--- config.mk ---
export PLATFORM = sky130hd
export DESIGN_NAME = midpoint_ellipse_rasterizer
export DESIGN_NICKNAME = d
export VERILOG_FILES = /design/src/hw/rtl/mer_pkg.sv /design/src/hw/rtl/mer_ctrl.sv /design/src/hw/rtl/mer_datapath.sv /design/src/hw/rtl/midpoint_ellipse_rasterizer.sv
export SDC_FILE = /design/constraint.sdc
export NUM_CORES = 2
export LEC_CHECK = 0
export ABC_AREA = 1
export BUFFER_PORTS_ARGS = -buffer_cell sky130_fd_sc_hd__clkbuf_2
export CAP_MARGIN = 20
export CORE_MARGIN = 2
export CORE_UTILIZATION = 46
export CTS_BUF_LIST = sky130_fd_sc_hd__clkbuf_4 sky130_fd_sc_hd__clkbuf_8
export CTS_CLUSTER_SIZE = 25
export DETAILED_ROUTE_END_ITERATION = 10
export GPL_TIMING_DRIVEN = 1
export SYNTH_ARGS = -nofsm -noshare
export SYNTH_HDL_FRONTEND = slang
export SYNTH_HIERARCHICAL = 1
export SYNTH_SLANG_ARGS = --single-unit
--- constraint.sdc ---
create_clock -name clk -period 13.4 [get_ports clk]
set_input_delay 0.67 -clock clk [delete_from_list [all_inputs] [get_ports clk]]
set_output_delay 0.67 -clock clk [all_outputs]
set_load 0.005 [all_outputs]
--- src/hw/rtl/mer_pkg.sv ---
// Shared types and default sizes for the midpoint ellipse rasterizer.
`default_nettype none

package mer_pkg;

  // Default field sizes.
  localparam int unsigned COORD_BITS_DEF  = 10;
  localparam int unsigned RADIUS_BITS_DEF = 9;

  // Algorithm phase of the ellipse in progress.
  typedef enum logic [1:0] {
    PH_IDLE,
    PH_R1,
    PH_R2,
    PH_DONE
  } phase_t;

  // Controller states.
  typedef enum logic [3:0] {
    ST_IDLE,
    ST_SQ_RX,
    ST_SQ_RY,
    ST_PY_INIT,
    ST_DEC_INIT,
    ST_CHECK,
    ST_R2_XX,
    ST_R2_YY,
    ST_R2_A,
    ST_R2_B,
    ST_R2_C,
    ST_R2_DEC,
    ST_EMIT
  } state_t;

  // Datapath operations.
  typedef enum logic [3:0] {
    OP_NONE,
    OP_LOAD,
    OP_SQ_RX,
    OP_SQ_RY,
    OP_PY_INIT,
    OP_DEC_INIT,
    OP_R1_STEP,
    OP_R2_STEP,
    OP_XX,
    OP_YY,
    OP_R2_A,
    OP_R2_B,
    OP_R2_C,
    OP_R2_DEC
  } dp_op_t;

  // Command from the controller to the datapath.
  typedef struct packed {
    dp_op_t     op;
    logic       emit;
    logic [1:0] emit_idx;
    logic       done;
  } ctl_cmd_t;

  // Status from the datapath to the controller.
  typedef struct packed {
    logic px_lt_py;
    logic y_zero;
    logic out_free;
  } dp_status_t;

endpackage

`default_nettype wire

--- src/hw/rtl/mer_ctrl.sv ---
// Controller state machine for the midpoint ellipse rasterizer.
`default_nettype none

module mer_ctrl (
  input  wire logic                 clk,
  input  wire logic                 rst,
  input  wire logic                 in_valid,
  output logic                      in_stall,
  input  wire logic                 cmd,
  input  wire mer_pkg::dp_status_t  status,
  output mer_pkg::ctl_cmd_t         ctl
);
  import mer_pkg::*;

  state_t     state, state_next;
  phase_t     phase, phase_next;
  logic [1:0] emit_cnt, emit_cnt_next;
  logic       accept;

  // A new beat is taken only while idle.
  assign in_stall = (state != ST_IDLE);
  assign accept   = in_valid && (state == ST_IDLE);

  // State, phase and emit counter registers.
  always_ff @(posedge clk) begin
    if (rst) begin
      state    <= ST_IDLE;
      phase    <= PH_IDLE;
      emit_cnt <= '0;
    end else begin
      state    <= state_next;
      phase    <= phase_next;
      emit_cnt <= emit_cnt_next;
    end
  end

  // Next state, phase and counter.
  always_comb begin
    state_next    = state;
    phase_next    = phase;
    emit_cnt_next = emit_cnt;
    unique case (state)
      ST_IDLE: begin
        emit_cnt_next = '0;
        if (accept) begin
          if (!cmd) begin
            state_next = ST_SQ_RX;
          end else if (phase == PH_R1 || phase == PH_R2) begin
            state_next = ST_CHECK;
          end
        end
      end
      ST_SQ_RX:   state_next = ST_SQ_RY;
      ST_SQ_RY:   state_next = ST_PY_INIT;
      ST_PY_INIT: state_next = ST_DEC_INIT;
      ST_DEC_INIT: begin
        phase_next = PH_R1;
        state_next = ST_CHECK;
      end
      ST_CHECK: begin
        if (phase == PH_R1 && !status.px_lt_py) begin
          state_next = ST_R2_XX;
        end else begin
          if (phase == PH_R2 && status.y_zero) begin
            phase_next = PH_DONE;
          end
          state_next = ST_EMIT;
        end
      end
      ST_R2_XX: state_next = ST_R2_YY;
      ST_R2_YY: state_next = ST_R2_A;
      ST_R2_A:  state_next = ST_R2_B;
      ST_R2_B:  state_next = ST_R2_C;
      ST_R2_C:  state_next = ST_R2_DEC;
      ST_R2_DEC: begin
        phase_next = PH_R2;
        state_next = ST_CHECK;
      end
      ST_EMIT: begin
        if (status.out_free) begin
          emit_cnt_next = emit_cnt + 2'd1;
          if (emit_cnt == 2'd3) begin
            state_next = ST_IDLE;
          end
        end
      end
      default: state_next = ST_IDLE;
    endcase
  end

  // Datapath commands.
  always_comb begin
    ctl          = '0;
    ctl.op       = OP_NONE;
    ctl.emit_idx = emit_cnt;
    ctl.done     = (phase == PH_DONE);
    unique case (state)
      ST_IDLE: begin
        if (accept) begin
          if (!cmd) begin
            ctl.op = OP_LOAD;
          end else if (phase == PH_R1) begin
            ctl.op = OP_R1_STEP;
          end else if (phase == PH_R2) begin
            ctl.op = OP_R2_STEP;
          end
        end
      end
      ST_SQ_RX:    ctl.op = OP_SQ_RX;
      ST_SQ_RY:    ctl.op = OP_SQ_RY;
      ST_PY_INIT:  ctl.op = OP_PY_INIT;
      ST_DEC_INIT: ctl.op = OP_DEC_INIT;
      ST_R2_XX:    ctl.op = OP_XX;
      ST_R2_YY:    ctl.op = OP_YY;
      ST_R2_A:     ctl.op = OP_R2_A;
      ST_R2_B:     ctl.op = OP_R2_B;
      ST_R2_C:     ctl.op = OP_R2_C;
      ST_R2_DEC:   ctl.op = OP_R2_DEC;
      ST_EMIT:     ctl.emit = status.out_free;
      default:     ctl.op = OP_NONE;
    endcase
  end

endmodule

`default_nettype wire

--- src/hw/rtl/mer_datapath.sv ---
// Datapath of the midpoint ellipse rasterizer: terms, shared multiplier, point output.
`default_nettype none

module mer_datapath #(
  parameter int unsigned COORD_BITS  = mer_pkg::COORD_BITS_DEF,
  parameter int unsigned RADIUS_BITS = mer_pkg::RADIUS_BITS_DEF
) (
  input  wire logic                      clk,
  input  wire logic                      rst,
  input  wire mer_pkg::ctl_cmd_t         ctl,
  output mer_pkg::dp_status_t            status,
  input  wire logic [COORD_BITS-1:0]     center_x,
  input  wire logic [COORD_BITS-1:0]     center_y,
  input  wire logic [RADIUS_BITS-1:0]    radius_x,
  input  wire logic [RADIUS_BITS-1:0]    radius_y,
  output logic                           out_valid,
  input  wire logic                      out_stall,
  output logic signed [COORD_BITS+1:0]   pixel_x,
  output logic signed [COORD_BITS+1:0]   pixel_y,
  output logic                           group_last,
  output logic                           ellipse_done
);
  import mer_pkg::*;

  localparam int unsigned RB     = RADIUS_BITS;
  localparam int unsigned OUT_W  = COORD_BITS + 2;
  localparam int unsigned SQ_W   = 2 * RB;
  localparam int unsigned SX_W   = RB + 1;
  localparam int unsigned MA_W   = 2 * RB + 2;
  localparam int unsigned MP_W   = MA_W + SQ_W;
  localparam int unsigned TERM_W = 3 * RB + 4;
  localparam int unsigned DEC_W  = 4 * RB + 7;
  localparam int unsigned SUM_W  = COORD_BITS + RB + 3;

  // Ellipse state.
  logic [COORD_BITS-1:0]    cen_x, cen_y;
  logic [RB-1:0]            rx_in, ry_in;
  logic [SQ_W-1:0]          rx_sq, ry_sq;
  logic [SX_W-1:0]          step_x;
  logic [RB-1:0]            step_y;
  logic signed [TERM_W-1:0] px_term, py_term;
  logic signed [DEC_W-1:0]  decision;

  // Region 2 setup scratch.
  logic [MA_W-1:0]          xx_val;
  logic [SQ_W-1:0]          yy_val;
  logic signed [DEC_W-1:0]  acc;

  // Shared multiplier.
  logic [MA_W-1:0]          mul_a;
  logic [SQ_W-1:0]          mul_b;
  logic [MP_W-1:0]          mul_p;
  logic signed [DEC_W-1:0]  mul_d;
  logic [RB-1:0]            ym1;

  // Sign-extended views and iteration results.
  logic signed [DEC_W-1:0]  rx_sq_d, ry_sq_d, px_next_d, py_next_d;
  logic signed [TERM_W-1:0] rx2_t, ry2_t, px_next, py_next;
  logic signed [DEC_W-1:0]  r1_dec_next, r2_dec_next;
  logic signed [DEC_W-1:0]  dec_src, dec_round;
  logic                     rnd_up;

  // Output point.
  logic [SUM_W-1:0]         sum_x, sum_y;

  assign ym1 = (step_y == '0) ? RB'(1) : (step_y - RB'(1));

  // Operand selection for the one multiplier.
  always_comb begin
    unique case (ctl.op)
      OP_SQ_RX: begin
        mul_a = MA_W'(rx_in);
        mul_b = SQ_W'(rx_in);
      end
      OP_SQ_RY: begin
        mul_a = MA_W'(ry_in);
        mul_b = SQ_W'(ry_in);
      end
      OP_PY_INIT: begin
        mul_a = MA_W'(ry_in);
        mul_b = rx_sq;
      end
      OP_XX: begin
        mul_a = MA_W'(step_x) + MA_W'(1);
        mul_b = SQ_W'(step_x);
      end
      OP_YY: begin
        mul_a = MA_W'(ym1);
        mul_b = SQ_W'(ym1);
      end
      OP_R2_A: begin
        mul_a = xx_val;
        mul_b = ry_sq;
      end
      OP_R2_B: begin
        mul_a = MA_W'(yy_val);
        mul_b = rx_sq;
      end
      OP_R2_C: begin
        mul_a = MA_W'(ry_sq);
        mul_b = rx_sq;
      end
      default: begin
        mul_a = '0;
        mul_b = '0;
      end
    endcase
  end

  assign mul_p = MP_W'(mul_a) * MP_W'(mul_b);
  assign mul_d = $signed(DEC_W'(mul_p));

  // Common extended terms.
  assign rx_sq_d = $signed(DEC_W'(rx_sq));
  assign ry_sq_d = $signed(DEC_W'(ry_sq));
  assign rx2_t   = $signed(TERM_W'({rx_sq, 1'b0}));
  assign ry2_t   = $signed(TERM_W'({ry_sq, 1'b0}));
  assign px_next = px_term + ry2_t;
  assign py_next = py_term - rx2_t;
  assign px_next_d = DEC_W'(px_next);
  assign py_next_d = DEC_W'(py_next);

  // Decision updates for one iteration of each region.
  always_comb begin
    if (decision[DEC_W-1]) begin
      r1_dec_next = decision + ry_sq_d + px_next_d;
    end else begin
      r1_dec_next = decision + ry_sq_d + px_next_d - py_next_d;
    end
    if (!decision[DEC_W-1] && (decision != '0)) begin
      r2_dec_next = decision + rx_sq_d - py_next_d;
    end else begin
      r2_dec_next = decision + rx_sq_d - py_next_d + px_next_d;
    end
  end

  // Rounding of a quarter-integer: (4v + 2) / 4, truncated toward zero.
  always_comb begin
    if (ctl.op == OP_DEC_INIT) begin
      dec_src = ((ry_sq_d - acc) <<< 2) + rx_sq_d + DEC_W'(2);
    end else begin
      dec_src = (acc <<< 2) + ry_sq_d + DEC_W'(2);
    end
    rnd_up    = dec_src[DEC_W-1] && (dec_src[1:0] != 2'b00);
    dec_round = (dec_src >>> 2) + $signed(DEC_W'(rnd_up));
  end

  // State updates by operation.
  always_ff @(posedge clk) begin
    unique case (ctl.op)
      OP_LOAD: begin
        cen_x   <= center_x;
        cen_y   <= center_y;
        rx_in   <= radius_x;
        ry_in   <= radius_y;
        step_x  <= '0;
        step_y  <= radius_y;
        px_term <= '0;
      end
      OP_SQ_RX: rx_sq <= SQ_W'(mul_p);
      OP_SQ_RY: ry_sq <= SQ_W'(mul_p);
      OP_PY_INIT: acc <= mul_d;
      OP_DEC_INIT: begin
        py_term  <= $signed(TERM_W'({acc, 1'b0}));
        decision <= dec_round;
      end
      OP_R1_STEP: begin
        step_x   <= step_x + SX_W'(1);
        px_term  <= px_next;
        decision <= r1_dec_next;
        if (!decision[DEC_W-1]) begin
          step_y  <= step_y - RB'(1);
          py_term <= py_next;
        end
      end
      OP_R2_STEP: begin
        step_y   <= step_y - RB'(1);
        py_term  <= py_next;
        decision <= r2_dec_next;
        if (decision[DEC_W-1] || (decision == '0)) begin
          step_x  <= step_x + SX_W'(1);
          px_term <= px_next;
        end
      end
      OP_XX:     xx_val   <= MA_W'(mul_p);
      OP_YY:     yy_val   <= SQ_W'(mul_p);
      OP_R2_A:   acc      <= mul_d;
      OP_R2_B:   acc      <= acc + mul_d;
      OP_R2_C:   acc      <= acc - mul_d;
      OP_R2_DEC: decision <= dec_round;
      default: begin
      end
    endcase
  end

  // Point of the current symmetric quadrant.
  always_comb begin
    if (ctl.emit_idx[0]) begin
      sum_x = SUM_W'(cen_x) - SUM_W'(step_x);
    end else begin
      sum_x = SUM_W'(cen_x) + SUM_W'(step_x);
    end
    if (ctl.emit_idx[1]) begin
      sum_y = SUM_W'(cen_y) - SUM_W'(step_y);
    end else begin
      sum_y = SUM_W'(cen_y) + SUM_W'(step_y);
    end
  end

  // Output register: holds a beat until it is taken.
  always_ff @(posedge clk) begin
    if (rst) begin
      out_valid <= 1'b0;
    end else if (ctl.emit) begin
      out_valid <= 1'b1;
    end else if (!out_stall) begin
      out_valid <= 1'b0;
    end
  end

  always_ff @(posedge clk) begin
    if (ctl.emit) begin
      pixel_x      <= $signed(sum_x[OUT_W-1:0]);
      pixel_y      <= $signed(sum_y[OUT_W-1:0]);
      group_last   <= (ctl.emit_idx == 2'd3);
      ellipse_done <= ctl.done;
    end
  end

  // Status for the controller.
  assign status.px_lt_py = (px_term < py_term);
  assign status.y_zero   = (step_y == '0);
  assign status.out_free = !out_valid || !out_stall;

endmodule

`default_nettype wire

--- src/hw/rtl/midpoint_ellipse_rasterizer.sv ---
// Midpoint ellipse rasterizer, top level: controller plus datapath.
// An advance beat runs one update, one phase check and four point beats.
// A start beat runs a load, four setup steps and a phase check before its point beats; a
// switch to region 2 adds six setup steps, five of them through the one shared multiplier,
// and a second phase check. A new beat is taken only between items. Point beats leave
// through an output register at one per cycle when not stalled. Reset (rst, synchronous)
// returns to idle; advance beats do nothing until a start.
`default_nettype none

module midpoint_ellipse_rasterizer #(
  parameter int unsigned COORD_BITS  = mer_pkg::COORD_BITS_DEF,
  parameter int unsigned RADIUS_BITS = mer_pkg::RADIUS_BITS_DEF
) (
  input  wire logic                      clk,
  input  wire logic                      rst,
  input  wire logic                      in_valid,
  output logic                           in_stall,
  input  wire logic                      cmd,
  input  wire logic [COORD_BITS-1:0]     center_x,
  input  wire logic [COORD_BITS-1:0]     center_y,
  input  wire logic [RADIUS_BITS-1:0]    radius_x,
  input  wire logic [RADIUS_BITS-1:0]    radius_y,
  output logic                           out_valid,
  input  wire logic                      out_stall,
  output logic signed [COORD_BITS+1:0]   pixel_x,
  output logic signed [COORD_BITS+1:0]   pixel_y,
  output logic                           group_last,
  output logic                           ellipse_done
);
  import mer_pkg::*;

  ctl_cmd_t   ctl;
  dp_status_t status;

  // Sequencer.
  mer_ctrl u_ctrl (
    .clk      (clk),
    .rst      (rst),
    .in_valid (in_valid),
    .in_stall (in_stall),
    .cmd      (cmd),
    .status   (status),
    .ctl      (ctl)
  );

  // Arithmetic and output register.
  mer_datapath #(
    .COORD_BITS  (COORD_BITS),
    .RADIUS_BITS (RADIUS_BITS)
  ) u_datapath (
    .clk          (clk),
    .rst          (rst),
    .ctl          (ctl),
    .status       (status),
    .center_x     (center_x),
    .center_y     (center_y),
    .radius_x     (radius_x),
    .radius_y     (radius_y),
    .out_valid    (out_valid),
    .out_stall    (out_stall),
    .pixel_x      (pixel_x),
    .pixel_y      (pixel_y),
    .group_last   (group_last),
    .ellipse_done (ellipse_done)
  );

endmodule

`default_nettype wire

==> results.ini <==
[run_status]
outcome=finished, final reports clean

[setup_path]
crit_top_cell=nand2_1
crit_required_ns=13.81
crit_fanout=22
crit_type=flip-flop to flip-flop
cpPeakStageDelay_ns=0.60
crit_path_start_kind=flip-flop
slowest_stage=fa_1
crit_path_end_kind=flip-flop
worst_ep_arrival_time_ns=12.74

[layout]
layout-drive-gt1-share=0.06052
area_delta_synth_final_pct=7.129
fin_nets=8374

[global_route]
grt_overflow=0
grt_use_total=0.3539
grt_pass1_wl_microns=307300
grt_max_degree=59
antenna_found_initial=5
grt_pass1_vias=49590

[yosys]
ys_seq_elements=310
synth_nets=8277
avgSynthCellArea_sq_um=6.987
synth_cells=7370
async_reset_ff_frac=0
synth_top_flop_cell=edfxtp_1
seq_area_frac_synth=0.1790
synth_edf_count=301
synthDistinctLibCells=74
synth-warning-count=6
syn-cell-area_sq_um=51490

[die]
coreArea_sq_um=110800
num_rows=122
fp.dieH_microns=338.6
start_util=0.4647
die_w_microns=338.6
die_area_sq_um=114600
ios=71

[detailed_routing]
firstDrtPassIters=6
via_per_inst=5.635
num_vias=50763
drc=0
drt_iter0_drc=5111
detail-route-antenna-nets=0
routed_wl_microns=205400
routedWlPerCell_microns=22.80

[placement]
gp_congestion=1.001
numPortBuffers=70
dp_hpwl_microns=173800

[cts]
cts_setup_buffers=0
cts_sinks=310
path_clk_slew_ns=0.07
cts_tree=yes
htree_levels=3
clockBufferDepth=3
root_buffer=clkbuf_8
cts_buffers=66
clock_latency_ns=0.72

[timing]
maxSlewHeadroom=0.1763
finalCritPeriodShare=0.9201
maxSlewViolCount=0
period_needed_ns=12.33
rsz0062_at_grt=false
skew_ns=0.06736
worst_pin_slew_ns=1.223
fmaxAchievable_mhz=81.11
fin_tns_setup_ns=0
hold_violations=0
setup_violations=0

[worst_hold_path]
hold_path_class=primary input to flip-flop

[flow_run]
max_cap_violations=0

-- cells by family after synthesis --
logic type / Yosys count / share of synthesized area
mux: 4 / 0.0007776
simple gates: 3154 / 0.2605
flops: 310 / 0.1790
compound gates: 1217 / 0.1352
buf+inv: 1490 / 0.1093
xor+xnor: 331 / 0.05630
fa+ha+maj: 864 / 0.2588
-- cells in the mapped netlist (all sizes together), types with 8 or more instances --
master   number  share of area
nand3b       20         0.0032
inv        1361          0.099
o21ai       423          0.041
a31oi        66         0.0080
o221ai       12         0.0020
o2111ai      15         0.0026
a221oi       20         0.0034
ha          529           0.13
clkbuf       97         0.0071
o31ai        14         0.0020
o21a         34         0.0050
fa          335           0.13
edfxtp      301           0.18
xnor2       103          0.018
o21bai       29         0.0043
nand4        98          0.012
a211oi       10         0.0015
clkinv       14         0.0010
xor2        228          0.039
nor4         35         0.0043
nand2      1660           0.12
o22ai         8        0.00097
dfxtp         9         0.0035
nor2        819          0.064
a21boi       25         0.0037
nand3       394          0.040
a21o         27         0.0039
a21oi       464          0.045
buf          18         0.0020
o211ai       43         0.0063
nor3         88         0.0090
or2          28         0.0034
-- flip-flops by register name (all words and copies together), names as in the netlist, 10 cells and up --
name,count
u_datapath/acc,41
u_datapath/cen_x,10
u_datapath/cen_y,10
u_datapath/decision,43
u_datapath/pixel_x,12
u_datapath/pixel_y,12
u_datapath/px_term,30
u_datapath/py_term,30
u_datapath/rx_sq,18
u_datapath/ry_sq,18
u_datapath/step_x,10
u_datapath/xx_val,20
u_datapath/yy_val,18
-- cell type report --
type,instances,area [sq um]
antenna,3,7.507
clock buffer,77,991.0
clock inverter,42,299.0
fill,11625,55660
inverter,1375,5166
multi-input combinational,5570,36720
sequential,310,9219
tap,1488,1862
timing repair buffer,144,903.4
-- metrics by stage --
| stage | util | instance area (sq um) | instances | hold WS, ns | setup slack [ns] |
|---|---|---|---|---|---|
| after floorplan | - | 51490 | 7370 | 0.4854 | 2.808 |
| after global placement | 0.4860 | 53860 | 8886 | 0.5104 | 1.011 |
| after detailed placement | 0.4860 | 53860 | 8886 | 0.5184 | 1.016 |
| after CTS | 0.4976 | 55150 | 9005 | 0.04872 | 1.003 |
| after global routing | 0.4977 | 55160 | 9007 | 0.08350 | 0.1973 |
| final | 0.4978 | 55160 | 9009 | 0.1342 | 1.071 |
-- per-layer routing --
layer,GRT usage,up-vias,wire length [microns]
li1,-,24153,-
met1,0.5046,24264,91510
met2,0.5399,2032,87600
met3,0.06657,310,19240
met4,0.1110,4,7069
met5,0,-,25
-- timing repair --
item	in CTS	in global routing
hold endpoints to repair	0	0
hold buffers	0	0
gates resized for setup	0	1
setup endpoints to repair	0	2
-- worst paths after layout --
kind | startpoint | to | slack, ns | cells past startpoint
setup / recovery | u_ctrl/state[0] | u_datapath/acc[40] | 1.07 | 53
hold / removal | center_x[2] | u_datapath/cen_x[2] | 0.13 | 1
setup reg to reg | u_ctrl/state[0] | u_datapath/acc[40] | 1.07 | 53
hold reg to reg | u_datapath/out_valid | u_datapath/out_valid | 0.52 | 2
-- worst max-delay path: cells and delay by family, from the launching register on --
family | cells | cell delay (ns)
AOI/OAI and AO/OA | 6 | 1.64
xor gates and xnor gates | 3 | 0.80
adders and majority gates | 8 | 3.90
buffers and inverters | 6 | 1.04
DFF | 1 | 0.37
and+or+nand+nor | 30 | 4.22
-- cells in the final DEF (no fill, tap or decap), types with 15 or more instances in the layout --
cell type	count
nand2_1	1617
inv_1	1327
nor2_1	756
ha_1	529
a21oi_1	461
o21ai_0	393
nand3_1	379
fa_1	335
edfxtp_1	301
xor2_1	227
xnor2_1	103
nand4_1	97
nor3_1	83
buf_4	73
clkbuf_2	70
clkbuf_8	66
a31oi_1	66
nor2_2	46
o211ai_1	43
nand2_2	38
nor4_1	35
o21a_1	34
inv_2	32
clkinv_1	30
o21bai_1	28
a21o_1	27
o21ai_1	26
or2_2	26
a221oi_1	20
nand3b_1	19
a21boi_0	18
nor2_4	16
clkinv_2	15
o2111ai_1	15
nand3_2	15
Power is left out: the tool's default activity adds up to more than one toggle a clock period on the data nets, which glitch-free logic cannot reach.
